[src/design/crs_spmv_pkg.sv]
// crs_spmv_pkg: shared widths, codes and defaults of the COO row-segmented SpMV block.
// No dependencies; every other design file but crs_spmv_checker refers to it by scoped names.
`default_nettype none
package crs_spmv_pkg;

    localparam int DATA_W  = 32;
    localparam int ACC_W   = 48;
    localparam int COL_W   = 10;
    localparam int ROW_W   = 16;
    localparam int PROD_W  = 2 * DATA_W;

    localparam int VECTOR_DEPTH_DEF = 1024;
    localparam int ROW_BITS_DEF     = 16;

    localparam int FIFO_DEPTH = 4;

    localparam logic OP_LOAD  = 1'b0;
    localparam logic OP_ENTRY = 1'b1;

endpackage
`default_nettype wire

[src/design/crs_spmv_fifo.sv]
// crs_spmv_fifo: short register queue between the front and back parts.
// Depth from crs_spmv_pkg::FIFO_DEPTH (power of two); width set by the instantiating level.
`default_nettype none
module crs_spmv_fifo #(
    parameter int WIDTH = 8
) (
    input  wire logic             aclk,
    input  wire logic             aresetn,
    input  wire logic             push,
    input  wire logic [WIDTH-1:0] push_data,
    input  wire logic             pop,
    output logic      [WIDTH-1:0] pop_data,
    output logic                  full,
    output logic                  empty
);
    localparam int PTR_W = $clog2(crs_spmv_pkg::FIFO_DEPTH);
    localparam int CNT_W = PTR_W + 1;

    logic [WIDTH-1:0] slot_reg [crs_spmv_pkg::FIFO_DEPTH];
    logic [PTR_W-1:0] wr_ptr_reg, wr_ptr_next;
    logic [PTR_W-1:0] rd_ptr_reg, rd_ptr_next;
    logic [CNT_W-1:0] count_reg, count_next;

    always_comb begin
        wr_ptr_next = push ? wr_ptr_reg + PTR_W'(1) : wr_ptr_reg;
        rd_ptr_next = pop ? rd_ptr_reg + PTR_W'(1) : rd_ptr_reg;
        count_next  = count_reg + CNT_W'(push) - CNT_W'(pop);
    end

    always_ff @(posedge aclk) begin
        if (!aresetn) begin
            wr_ptr_reg <= '0;
            rd_ptr_reg <= '0;
            count_reg  <= '0;
        end else begin
            wr_ptr_reg <= wr_ptr_next;
            rd_ptr_reg <= rd_ptr_next;
            count_reg  <= count_next;
        end
    end

    always_ff @(posedge aclk) begin
        if (push) begin
            slot_reg[wr_ptr_reg] <= push_data;
        end
    end

    assign pop_data = slot_reg[rd_ptr_reg];
    assign full     = (count_reg == CNT_W'(crs_spmv_pkg::FIFO_DEPTH));
    assign empty    = (count_reg == '0);

endmodule
`default_nettype wire

[config.mk]
export PLATFORM = sky130hd
export DESIGN_NAME = crs_spmv_fifo
export DESIGN_NICKNAME = d
export VERILOG_FILES = /design/src/design/crs_spmv_pkg.sv /design/src/design/crs_spmv_fifo.sv
export SDC_FILE = /design/constraint.sdc
export NUM_CORES = 1
export LEC_CHECK = 0
export BUFFER_PORTS_ARGS = -buffer_cell sky130_fd_sc_hd__buf_2
export CAP_MARGIN = 30
export CORE_ASPECT_RATIO = 1.1
export CORE_MARGIN = 2
export CORE_UTILIZATION = 50
export CTS_CLUSTER_DIAMETER = 80
export DETAILED_ROUTE_END_ITERATION = 8
export GPL_TIMING_DRIVEN = 0
export PLACE_DENSITY = 0.74
export SLEW_MARGIN = 20
export SYNTH_ARGS = -nofsm -noshare
export SYNTH_HDL_FRONTEND = slang
export SYNTH_SLANG_ARGS = --single-unit
[constraint.sdc]
create_clock -name aclk -period 1.7 [get_ports aclk]
set_input_delay 0.34 -clock aclk [delete_from_list [all_inputs] [get_ports aclk]]
set_output_delay 0.34 -clock aclk [all_outputs]
set_load 0.005 [all_outputs]
Yosys cells after proc, flatten, opt, wreduce, memory -nomap -nowiden
Memories as Yosys holds them, arrays and structs flattened. A register that Yosys moved wholly into a read port is not among the register bits.
Cells that the tools add are included.

word-level totals
  bits in registers = 7
  latch bits = 0
  bits in writable memories = 32
  memory bits (read-only) = 0
  input port bits = 12
  output and inout bits = 10
  word-level logic and storage cells = 14
  memories = 1

memory list
  name      words  bits a word  rd ports  clocked after memory_dff  write ports  line                 RTL
  slot_reg  4      8            1         1                         1            crs_spmv_fifo.sv:19  logic [WIDTH-1:0] slot_reg [crs_spmv_pkg::FIFO_DEPTH];

operators by class
  add/subtract/negate cells = 4
  $mul = 0
  div/mod/pow operators = 0
  magnitude comparators = 0
  equal/unequal tests = 1
  shift-type cells = 0
  mux-type cells = 4
  bitwise logic cells = 0
  reductions and logical operators = 1

operators with widths
  kind                 count
  $add 2x1->2 const B  2
  $mux 2               2
  $add 3x1->3          1
  $eq 3x3->1 const B   1
  $logic_not 3->1      1
  $sub 3x1->3          1
  $mux 1               2

Depth between registers and ports, before layout
  depth in word-level cells = 3
  depth in mapped cells = 7

Worst setup path after synthesis
Ideal clock, no wire load.

  path type = register to register
  start point = register count_reg[0]
  end point = register count_reg[2]
  data arrival time = 1.554 ns
  setup slack = 0.029 ns
  cell stages (with the launch flop) = 8
  clock period less this slack = 1.671 ns
  path through = dfxtp_1 -> inv_1 -> ha_1 -> inv_1 -> ha_1 -> fa_1 -> xor3_1 -> nor2_1

on the way
  cells in the longest elaborated chain, start to end = 2

ends and longest elaborated chain
  item                      line                 RTL
  start: declaration        crs_spmv_fifo.sv:22  logic [CNT_W-1:0] count_reg, count_next;
  start signal: assignment  crs_spmv_fifo.sv:38  count_reg <= count_next;
  $add 3x1->3               crs_spmv_fifo.sv:27  count_next = count_reg + CNT_W'(push) - CNT_W'(pop);
  $sub 3x1->3               crs_spmv_fifo.sv:27

No other way between the ends.
A chain may end at the register's enable or synchronous reset.

==> insert_results.sql <==
INSERT INTO impl_metrics (metric_group, metric, value, unit) VALUES
('outcome', 'status', 'finished, violations left', ''),
('outcome', 'violations', 'setup timing', ''),
('sta', 'layout_worst_path_cycle_share', '1.07', ''),
('placed_design', 'place.port_buffers', '21', ''),
('logic_synthesis', 'yosysWarningCount', '0', ''),
('min_path', 'worst_hold_path_type', 'in2reg', ''),
('cells_and_area', 'largest_reg_flops', '32', ''),
('logic_synthesis', 'mappedNetlistNets', '104', ''),
('global_routing', 'first_pass_grt_wire_length', '3.85', 'mm'),
('sta', 'fin_hold_ws', '206', 'ps'),
('global_routing', 'grt_antenna_before_repair', '0', ''),
('sta', 'final.setup_skew', '8.69', 'ps'),
('cells_and_area', 'area_delta_synth_final', '15.2', '%'),
('power_and_ir_drop', 'swShare', '0.223', ''),
('placed_design', 'place.detailed.instances', '140', ''),
('route', 'drt_drc_violations_left', '0', ''),
('job', 'maxCapViolCount', '0', ''),
('sta', 'timing.final.crit_period', '1830', 'ps'),
('power_and_ir_drop', 'switching_power', '463', 'uW'),
('global_routing', 'first_global_vias', '817', ''),
('logic_synthesis', 'sequential_cell_area_fraction_in_the_yosys_report', '0.713', ''),
('sta', 'finalSetupViolCount', '8', ''),
('power_and_ir_drop', 'max-vdd-ir-drop', '648', 'uV'),
('worst_setup_path', 'required_time_of_the_critical_path', '1360', 'ps'),
('worst_setup_path', 'timing.critical_path.buf_inv', '2', ''),
('sta', 'slew_headroom', '0.708', ''),
('floorplanning', 'die_area', '3670', 'sq um'),
('placed_design', 'placement.setup.worst_slack', '-179', 'ps'),
('clock_network', 'cts_tree', 'built', ''),
('logic_synthesis', 'post_synth_inst_count', '85', ''),
('power_and_ir_drop', 'power.static_leakage', '0.692', 'nW'),
('sta', 'tightest_slew', '437', 'ps'),
('floorplanning', 'initial_core_utilization', '0.525', ''),
('placed_design', 'postPlaceCellArea', '1750', 'sq um'),
('sta', 'post-route-worst-setup-slack', '-126', 'ps'),
('clock_network', 'clockRootBuffer', 'clkbuf_4', ''),
('worst_setup_path', 'r2r_slack', '110', 'ps'),
('floorplanning', 'chipWidth', '57.9', 'um'),
('cells_and_area', 'finalCoreUtilization', '0.605', ''),
('cells_and_area', 'num-nets-final', '132', ''),
('logic_synthesis', 'yosysUniqueCellTypes', '18', ''),
('worst_setup_path', 'timing_worst_setup_path_type', 'reg2out', ''),
('route', 'detailedRoute.firstIterationViolations', '17', ''),
('global_routing', 'global_route.usage.total', '0.152', ''),
('route', 'vias_per_cell', '5.14', ''),
('global_routing', 'total_overflow_reported_by_the_global_router', '0', ''),
('sta', 'timing.fmax', '0.548', 'GHz'),
('power_and_ir_drop', 'internal_power', '1.61', 'mW'),
('sta', 'grt_setup_unrepaired', 'yes', ''),
('clock_network', 'clk_transition_reported_paths', '120', 'ps'),
('floorplanning', 'die_h', '63.3', 'um'),
('logic_synthesis', 'syn_avg_cell_area', '18.8', 'sq um'),
('power_and_ir_drop', 'clock_power_share', '0.287', ''),
('clock_network', 'htree_num_levels', '2', ''),
('clock_network', 'numCtsBuffers', '5', ''),
('worst_setup_path', 'timing.critical_path.slowest_cell_delay', '510', 'ps'),
('floorplanning', 'num_rows', '21', ''),
('cells_and_area', 'final_layout_size_suffix_gt1_frac', '0.368', ''),
('floorplanning', 'io-pin-count', '22', ''),
('worst_setup_path', 'gate_family_responsible_for_the_most_delay_along_the_worst_path', 'multiplexers', ''),
('clock_network', 'max-clock-path-buffers', '2', ''),
('placed_design', 'final_estimated_routing_congestion_in_global_placement', '0.650', ''),
('worst_setup_path', 'cp_max_fo', '8', ''),
('global_routing', 'grt_start_max_net_pins', '14', ''),
('worst_setup_path', 'worstPathArrival', '1490', 'ps'),
('logic_synthesis', 'post_synth_instance_area', '1600', 'sq um'),
('power_and_ir_drop', 'total_power', '2.08', 'mW'),
('cells_and_area', 'diodes', '0', ''),
('floorplanning', 'placeableCoreArea', '3050', 'sq um'),
('cells_and_area', 'design_area', '1840', 'sq um'),
('route', 'postRouteWirelength', '2.38', 'mm');
==> Yosys cell counts, drive strengths merged <==
cell type / number / area [sq um]
clkbuf: 1 / 5.00
xor3: 1 / 23.8
buf: 1 / 11.3
nor2: 5 / 18.8
and2: 6 / 37.5
nand3b: 1 / 7.51
ha: 6 / 75.1
a21bo: 1 / 10.0
mux4: 8 / 180
and3: 1 / 6.26
nor3: 1 / 5.00
a21oi: 1 / 5.00
dfxtp: 9 / 180
mux2i: 1 / 10.0
inv: 7 / 26.3
xnor2: 2 / 17.5
edfxtp: 32 / 961
fa: 1 / 20.0
==> timing repair <==
action | CTS | global route
hold buffers | 0 | 0
setup endpoints to repair | 9 | 8
buffers inserted | 0 | 0
resized for setup | 3 | 1
pin swaps | 1 | 0
gates cloned | 0 | 0
endpoints found under the hold margin | 0 | 0
==> cells by family (layout without fill, tap and decap cells) <==
group / Yosys count / count (layout) / share of synthesized area
flops: 41 / 41 / 0.713
simple gates: 14 / 14 / 0.0469
mux: 9 / 9 / 0.119
buf+inv: 9 / 38 / 0.0266
fa+ha+maj: 7 / 7 / 0.0594
xor+xnor: 3 / 3 / 0.0258
compound gates: 2 / 2 / 0.00938
==> cells in the final DEF (no fill, tap or decap) <==
cell	instances
mux4_2	8
dfxtp_2	2
clkbuf_16	1
ha_1	6
buf_12	1
xor3_1	1
and2_1	6
clkbuf_8	1
edfxtp_1	32
nand3b_1	1
clkbuf_4	5
nor3_1	1
a21bo_2	1
dfxtp_1	7
xnor2_1	2
clkbuf_2	1
clkinvlp_4	1
inv_1	7
a21oi_1	1
and3_1	1
nor2_1	5
fa_1	1
mux2i_1	1
buf_2	21
==> final cells by class <==
class | instances | area [sq um]
clock buffer | 7 | 76.3
sequential | 41 | 1140
buffer | 2 | 25.0
inverter | 7 | 26.3
tap | 34 | 42.5
timing repair buffer | 21 | 105
fill | 242 | 1200
multi-input combinational | 35 | 417
clock inverter | 1 | 7.51
==> worst paths after layout <==
path / start / endpoint / cells past startpoint
max: flip-flop / pop_data[6] / 3
min: push_data[7] / slot_reg[0][7] / 1
max reg2reg: count_reg[0] / count_reg[2] / 7
min reg2reg: rd_ptr_reg[1] / rd_ptr_reg[1] / 2
==> metal layers <==
layer,vias up,GRT usage,part of all wire
met5,-,0,0
met1,359,0.158,0.39
li1,372,-,-
met3,5,0.0431,0.056
met2,24,0.263,0.53
met4,0,0.0959,0.022
==> worst register-to-register path, delay by kind of cell (launching register included) <==
kind                     cells  cell delay, ps
XOR/XNOR                     1             200
adder cells (fa/ha/maj)      3             820
buffers and inverters        2              90
flip-flops                   1             350
AND/OR/NAND/NOR              1              40
==> power groups by stage <==
stage	Clock (mW)	Combinational, mW	Sequential (mW)
floorplan	0	0.195	1.20
global placement	0	0.280	1.20
detailed placement	0	0.299	1.21
CTS	0.612	0.303	1.18
global route	0.658	0.328	1.19
finish	0.595	0.296	1.18
No activity file was read; power rests on OpenSTA's default activity.
