`src/design/crs_spmv_pkg.sv`:
```
// crs_spmv_pkg: shared widths, codes and defaults of the COO row-segmented SpMV block.
// No dependencies; every other design file but crs_spmv_checker refers to it by scoped names.
`default_nettype none
package crs_spmv_pkg;

    localparam int DATA_W  = 32;
    localparam int ACC_W   = 48;
    localparam int COL_W   = 10;
    localparam int ROW_W   = 16;
    localparam int PROD_W  = 2 * DATA_W;

    localparam int VECTOR_DEPTH_DEF = 1024;
    localparam int ROW_BITS_DEF     = 16;

    localparam int FIFO_DEPTH = 4;

    localparam logic OP_LOAD  = 1'b0;
    localparam logic OP_ENTRY = 1'b1;

endpackage
`default_nettype wire

```
`src/design/crs_spmv_back.sv`:
```
// crs_spmv_back: multiplies, accumulates per row and emits finished row sums.
// Pulls entries from crs_spmv_fifo; uses crs_spmv_pkg widths.
`default_nettype none
module crs_spmv_back #(
    parameter int RW     = crs_spmv_pkg::ROW_W,
    localparam int ENT_W = RW + 2 * crs_spmv_pkg::DATA_W + 1
) (
    input  wire logic                              aclk,
    input  wire logic                              aresetn,
    input  wire logic                              q_empty,
    input  wire logic [ENT_W-1:0]                  q_data,
    output logic                                   q_pop,
    output logic                                   m_valid,
    input  wire logic                              m_ready,
    output logic      [crs_spmv_pkg::ROW_W-1:0]    m_out_row,
    output logic      [crs_spmv_pkg::DATA_W-1:0]   m_row_sum,
    output logic                                   m_final_res
);
    localparam int DW = crs_spmv_pkg::DATA_W;
    localparam int AW = crs_spmv_pkg::ACC_W;
    localparam int PW = crs_spmv_pkg::PROD_W;

    function automatic logic signed [AW-1:0] sat_acc(input logic signed [AW:0] v);
        logic signed [AW-1:0] r;
        if (v[AW] != v[AW-1]) begin
            r = v[AW] ? {1'b1, {(AW-1){1'b0}}} : {1'b0, {(AW-1){1'b1}}};
        end else begin
            r = v[AW-1:0];
        end
        return r;
    endfunction

    function automatic logic [DW-1:0] sat_out(input logic signed [AW-1:0] v);
        logic [DW-1:0] r;
        if ((&v[AW-1:DW-1]) || !(|v[AW-1:DW-1])) begin
            r = v[DW-1:0];
        end else begin
            r = v[AW-1] ? {1'b1, {(DW-1){1'b0}}} : {1'b0, {(DW-1){1'b1}}};
        end
        return r;
    endfunction

    logic                 e_last;
    logic [RW-1:0]        e_row;
    logic signed [DW-1:0] e_value;
    logic signed [DW-1:0] e_vec;

    logic                 mv_reg;
    logic signed [PW-1:0] prod_reg;
    logic [RW-1:0]        m_row_reg;
    logic                 m_last_reg;

    logic                 open_reg;
    logic [RW-1:0]        cur_row_reg;
    logic signed [AW-1:0] acc_reg;

    logic                 r0_v_reg, r1_v_reg;
    logic [RW-1:0]        r0_row_reg, r1_row_reg;
    logic signed [AW-1:0] r0_acc_reg, r1_acc_reg;
    logic                 r0_fin_reg;

    logic                 pair_free;
    logic                 go;
    logic                 m_adv;
    logic                 take;
    logic                 change;
    logic signed [AW-1:0] prod48;
    logic signed [AW-1:0] base;
    logic signed [AW:0]   sum;
    logic signed [AW-1:0] acc_next;
    logic signed [AW-1:0] sel_acc;
    logic [RW-1:0]        sel_row;

    assign e_row   = q_data[ENT_W-1 -: RW];
    assign e_value = q_data[2*DW -: DW];
    assign e_vec   = q_data[DW -: DW];
    assign e_last  = q_data[0];

    assign take      = m_valid && m_ready;
    assign pair_free = (!r0_v_reg && !r1_v_reg) || (m_ready && (r0_v_reg != r1_v_reg));
    assign go        = mv_reg && pair_free;
    assign m_adv     = !mv_reg || pair_free;
    assign q_pop     = !q_empty && m_adv;

    always_ff @(posedge aclk) begin
        if (!aresetn) begin
            mv_reg <= 1'b0;
        end else if (m_adv) begin
            mv_reg <= !q_empty;
        end
    end

    always_ff @(posedge aclk) begin
        if (q_pop) begin
            prod_reg   <= e_value * e_vec;
            m_row_reg  <= e_row;
            m_last_reg <= e_last;
        end
    end

    // floor shift of Q32.32 to Q32.16 always fits the accumulator
    assign prod48   = prod_reg[PW-1:16];
    assign change   = open_reg && (m_row_reg != cur_row_reg);
    assign base     = (open_reg && !change) ? acc_reg : '0;
    assign sum      = {base[AW-1], base} + {prod48[AW-1], prod48};
    assign acc_next = sat_acc(sum);

    always_ff @(posedge aclk) begin
        if (!aresetn) begin
            open_reg    <= 1'b0;
            cur_row_reg <= '0;
            acc_reg     <= '0;
        end else if (go) begin
            cur_row_reg <= m_row_reg;
            if (m_last_reg) begin
                open_reg <= 1'b0;
                acc_reg  <= '0;
            end else begin
                open_reg <= 1'b1;
                acc_reg  <= acc_next;
            end
        end
    end

    always_ff @(posedge aclk) begin
        if (!aresetn) begin
            r0_v_reg <= 1'b0;
            r1_v_reg <= 1'b0;
        end else if (go) begin
            r0_v_reg <= change || m_last_reg;
            r1_v_reg <= change && m_last_reg;
        end else if (take) begin
            if (r0_v_reg) begin
                r0_v_reg <= 1'b0;
            end else begin
                r1_v_reg <= 1'b0;
            end
        end
    end

    always_ff @(posedge aclk) begin
        if (go) begin
            r0_row_reg <= change ? cur_row_reg : m_row_reg;
            r0_acc_reg <= change ? acc_reg : acc_next;
            r0_fin_reg <= !change;
            r1_row_reg <= m_row_reg;
            r1_acc_reg <= acc_next;
        end
    end

    assign sel_acc     = r0_v_reg ? r0_acc_reg : r1_acc_reg;
    assign sel_row     = r0_v_reg ? r0_row_reg : r1_row_reg;
    assign m_valid     = r0_v_reg || r1_v_reg;
    assign m_row_sum   = sat_out(sel_acc);
    assign m_out_row   = crs_spmv_pkg::ROW_W'(sel_row);
    assign m_final_res = r0_v_reg ? r0_fin_reg : 1'b1;

endmodule
`default_nettype wire

```
`config.mk`:
```
export PLATFORM = sky130hd
export DESIGN_NAME = crs_spmv_back
export DESIGN_NICKNAME = d
export VERILOG_FILES = /design/src/design/crs_spmv_pkg.sv /design/src/design/crs_spmv_back.sv
export SDC_FILE = /design/constraint.sdc
export NUM_CORES = 2
export LEC_CHECK = 0
export BUFFER_PORTS_ARGS = -buffer_cell sky130_fd_sc_hd__buf_2
export CAP_MARGIN = 20
export CORE_ASPECT_RATIO = 1.2
export CORE_MARGIN = 10
export CORE_UTILIZATION = 65
export CTS_BUF_LIST = sky130_fd_sc_hd__clkbuf_4 sky130_fd_sc_hd__clkbuf_8
export DETAILED_ROUTE_END_ITERATION = 8
export MAX_ROUTING_LAYER = met4
export PLACE_DENSITY = 0.83
export SLEW_MARGIN = 15
export SYNTH_ARGS = -nofsm -noshare
export SYNTH_HDL_FRONTEND = slang
export SYNTH_SLANG_ARGS = --single-unit
```
`constraint.sdc`:
```
create_clock -name aclk -period 11.7 [get_ports aclk]
set_clock_uncertainty 0.05 [all_clocks]
set_input_delay 1.17 -clock aclk [delete_from_list [all_inputs] [get_ports aclk]]
set_output_delay 1.17 -clock aclk [all_outputs]
set_load 0.02 [all_outputs]
```
## Yosys cells after proc, flatten, opt, wreduce, memory -nomap -nowiden

Cells that the tools add are included.

- Reductions and logical operators: 23
- $mul: 1
- Muxes and demuxes: 17
- $add $sub $neg: 1
- Eq/ne operators: 4

Operator list:

| cell | count |
|---|---|
| 2-to-1 mux 48 bit | 6 |
| multiplier 32 x 32 -> 64 bit | 1 |
| 2-to-1 mux 32 bit | 2 |
| adder 48 x 48 -> 49 bit | 1 |
| 2-to-1 mux 16 bit | 2 |
| AND reduction 17 bit | 1 |
| OR reduction 17 bit | 1 |
| != test 16 bit | 1 |
| logical AND 1 bit | 8 |
| 2-to-1 mux 1 bit | 7 |
| logical NOT 1 bit | 6 |
| logical OR 1 bit | 5 |
| != test 1 bit | 2 |
| != test 2 x 1 -> 1 bit (second input constant) | 1 |
| AND reduction 2 bit | 1 |
| nonzero test 2 bit | 1 |

- Logic and storage cells: 60
- Input bits: 85
- Register bits: 278
- Output and inout port bits: 51

## Longest topological paths before layout

- Word-level depth: 9
- Depth in mapped cells: 28
- Mapped depth without buffers: 28

## Worst setup path before layout

Ideal clock, no wire load.

- Path type: input -> register
- Start: in q_data[3]
- End: reg prod_reg[61] (data pin)
- Cell stages on the path: 24
- Setup slack: 2.963 ns
- Arrival: 8.426 ns
- Library setup time: 0.261 ns
- Path buffers: 1
- Data required time: 11.389 ns
- Cell sequence: clkbuf_1 nand2_1 inv_1 fa_1 fa_1 fa_1 inv_1 fa_1 inv_1 fa_1 fa_1 inv_1 fa_1 inv_1 fa_1 ha_1 a21o_1 a21oi_1 o21a_1 o21ai_0 nor4_1 a211oi_1 o21a_1 o32a_1

- Word-level cells in the longest chain between the ends: 1

Ends and longest elaborated chain:

| item | RTL line | text |
|---|---|---|
| start: declaration | crs_spmv_back.sv:11 | `input wire logic [ENT_W-1:0] q_data,` |
| multiplier 32 x 32 -> 64 bit | crs_spmv_back.sv:95 | `prod_reg <= e_value * e_vec;` |
| end signal: assignment | crs_spmv_back.sv:95 |  |
| end: declaration | crs_spmv_back.sv:49 | `logic signed [PW-1:0] prod_reg;` |

No other way between the ends.
A chain may end at the register's enable or synchronous reset.

## Worst setup path after layout

- Start: in q_data[64]
- End: reg prod_reg[61] (data pin)

The elaborated chain is that of the path after synthesis.

==> metrics.md <==
| Metric | Value |
|---|---|
| Hold Crit Depth | 2 |
| Layout area overhead | 3.94% |
| Clk Latency, worst-skew pair | 570 ps |
| # H-tree levels | 2 |
| Hold_sp | acc_reg[28] |
| Slew headroom | about 38% |
| Total gr overflow | 0 |
| First-pass GRT wire length | between 200000 and 250000 µm |
| Post-synth EDFFs | around 190 |
| Filler cells | 5642 |
| Worst min path class | flip-flop to flip-flop |
| CTS max path bufs | 3 |
| Fmax | about 110 MHz |
| Worst r2r dst | r0_acc_reg[17] |
| Asr flop ratio synth | 0% |
| CTS resizes | 0 |
| CP Capture Type | flip-flop |
| Vias | roughly 35000 |
| Hold endpoint | acc_reg[28] |
| Via/cell ratio | just under 6 |
| Boundary Pins | ~140 |
| Post-CTS Setup Bufs | 0 |
| Post-Syn Instances | around 5000 |
| Top cells by count, synth | fa_1, inv_1, nand2_1, and2_1, clkbuf_1 |
| Die width | around 270 µm |
| R2R depth | 17 |
| Family with the most delay on the worst path | adder cells |
| DRT iter0 DRCs | between 2000 and 3000 |
| RSZ-0062 raised after global routing | false |
| Primary FF master, synth | edfxtp_1 |
| Most area-hungry cell type in the Yosys netlist | fa_1 |
| # hold bufs at CTS | 0 |
| Die area | a little under 90000 µm² |
| CTS root buf | clkbuf_8 |
| Layout cells sized above 1 | slightly below 6% |
| Crit-path max FO | 32 |
| Critical Path AT | around 9500 ps |
| Pin count of the biggest net entering global routing | 77 |
| Cell variety after synth | 84 |
| Avg Synthesized Cell Area | 9.80 µm² |
| # clock sinks | 262 |
| Crit-path slowest cell | fa_1 |
| CTS tree | built |
| Crit path top cell by count | fa_1 |
| Drt wl/cell | 21.0 µm |
| Min Tclk post-route | roughly 9200 ps |
| Final HPWL DP | 96900 µm |
| R2R setup slack | approximately 5800 ps |
| Max stage delay on crit path | 1000 ps |
| Initial antenna violation count | 6 |
| Pre-Repair DR Iteration Count | 6 |
| TritonCTS Buffers | 39 |
| Worst Path Buf+Inv | 6 |
| Total track usage | approximately 30% |
| Final Setup Violations | 0 |
| Row count | 110 |
| WL final | between 100000 and 150000 µm |
| Final GP Congestion | around 1.0 |
| Critical-path cell list | buf_2 > nand2_1 > inv_1 > fa_1 > fa_1 > fa_1 > inv_1 > fa_1 > inv_1 > fa_1 > fa_1 > inv_1 > fa_1 > inv_1 > fa_1 > ha_1 > a21o_1 > a21oi_1 > o21a_1 > o21ai_0 > nor4_1 > a211oi_1 > o21a_1 > o32a_1 |
| Syn nets | 6392 |
| Nets@finish | 6317 |
| Core area | between 70000 and 80000 µm² |
| R2R Path Start | m_row_reg[9] |
| Synth Register Bits | around 260 |
| Cell Area, Synth | between 40000 and 50000 µm² |
| CP Data Required Time | approximately 12000 ps |
| Die Ht | about 320 µm |
| Antenna-violating nets left | 0 |
| IO buf count | between 100 and 150 |
| Worst setup path class | primary input to flip-flop |
| Slew @ Worst Pin | a little over 900 ps |
| Hold Violations, Final | 0 |
| Slew Viols, Final | 0 |
| Max Cap Violations | 0 |
| Ys Warns | 0 |
| Critical Path Start Type | primary input |
| Setup tns final | 0 ps |
| Seq/Total Area, Yosys | ~15% |
| Vias in the first global route | around 39000 |
| Final period utilization | between 70% and 80% |
| Starting density of the core | 65.4% |
| Post-synth top area share | 44.3% |
| Most numerous cell in the Yosys netlist | fa_1 |
| # DRC | 0 |
| Largest cells by area after synthesis | fa_1, edfxtp_1, inv_1, and2_1, ha_1 |
| Status | finished, final reports clean |
| Worst-path clk slew | around 60 ps |
worst max-delay path by stage:
stage               startpoint            to  slack, ps  cells past startpoint
detailed placement  q_data[64]  prod_reg[61]       1870                     24
global placement    q_data[64]  prod_reg[61]       2030                     24
CTS                 q_data[64]  prod_reg[61]       2470                     24
finish              q_data[64]  prod_reg[61]       2460                     24
floorplan            q_data[3]  prod_reg[61]       2960                     24
global route        q_data[64]  prod_reg[61]       2010                     24
per-stage QoR:
step	area [µm²]	util (%)	std cells	hold slack, ps	worst slack (ps)
finish	50900	67.9	5966	424	2460
global placement	50000	66.8	5887	403	2030
detailed placement	50000	66.8	5888	413	1870
floorplan	48900	-	4996	386	2960
global route	50900	67.9	5964	456	2010
CTS	50900	67.9	5960	429	2470
routing by layer:
| layer | up-vias | GRT usage (%) | routed length (µm) |
|---|---|---|---|
| li1 | 15076 | - | - |
| met1 | 17740 | 36.8 | 46000 |
| met2 | 1931 | 50.5 | 61100 |
| met3 | 482 | 5.52 | 12100 |
| met4 | 0 | 13.0 | 6340 |
| met5 | - | - | 0 |
placed cells by master, fill, tap and decap left out, types with 20 or more instances in the layout:
cell type / Yosys / routed
o21ai_0: 76 / 76
xor2_1: 56 / 56
o21ai_1: 33 / 32
nor2_1: 94 / 92
dfxtp_1: 68 / 67
and2_1: 563 / 563
a21oi_1: 152 / 151
nand2b_1: 20 / 20
inv_1: 969 / 968
nand3_1: 24 / 24
fa_1: 1082 / 1082
xnor2_1: 61 / 61
a21o_1: 58 / 58
a21boi_0: 21 / 21
clkbuf_8: 0 / 40
mux2_2: 46 / 46
edfxtp_1: 194 / 194
ha_1: 229 / 229
a22o_1: 39 / 39
mux2i_1: 33 / 33
buf_2: 15 / 135
nand4_1: 29 / 29
nand2_1: 670 / 669
final cells by class:
class,instances,area [µm²],area share (%)
tap,1008,1260,2.48
timing repair buffer,151,803,1.58
antenna,6,15.0,0.0295
sequential,262,7190,14.1
multi-input combinational,3497,37100,73.0
clock buffer,48,611,1.20
clock inverter,24,231,0.455
inverter,970,3640,7.16
cells by family (layout without fill, tap and decap cells):
family | count (synthesis) | after routing | synth area share (%)
buffers and inverters | 1237 | 1193 | 9.54
other | 0 | 6 | 0
adder cells (fa/ha/maj) | 1314 | 1314 | 50.2
multiplexers | 79 | 79 | 1.73
AND/OR/NAND/NOR | 1486 | 1486 | 15.1
flip-flops | 262 | 262 | 14.7
AO/OA/AOI/OAI | 500 | 500 | 6.63
XOR/XNOR | 118 | 118 | 2.15
worst min-delay path, stage by stage (launching register included):
cell	delay, ps
dfxtp_1	340
nand2_1	50
o21ai_0	60
Power is left out: the tool's default activity adds up to more than one toggle a clock period on the data nets, which glitch-free logic cannot reach.
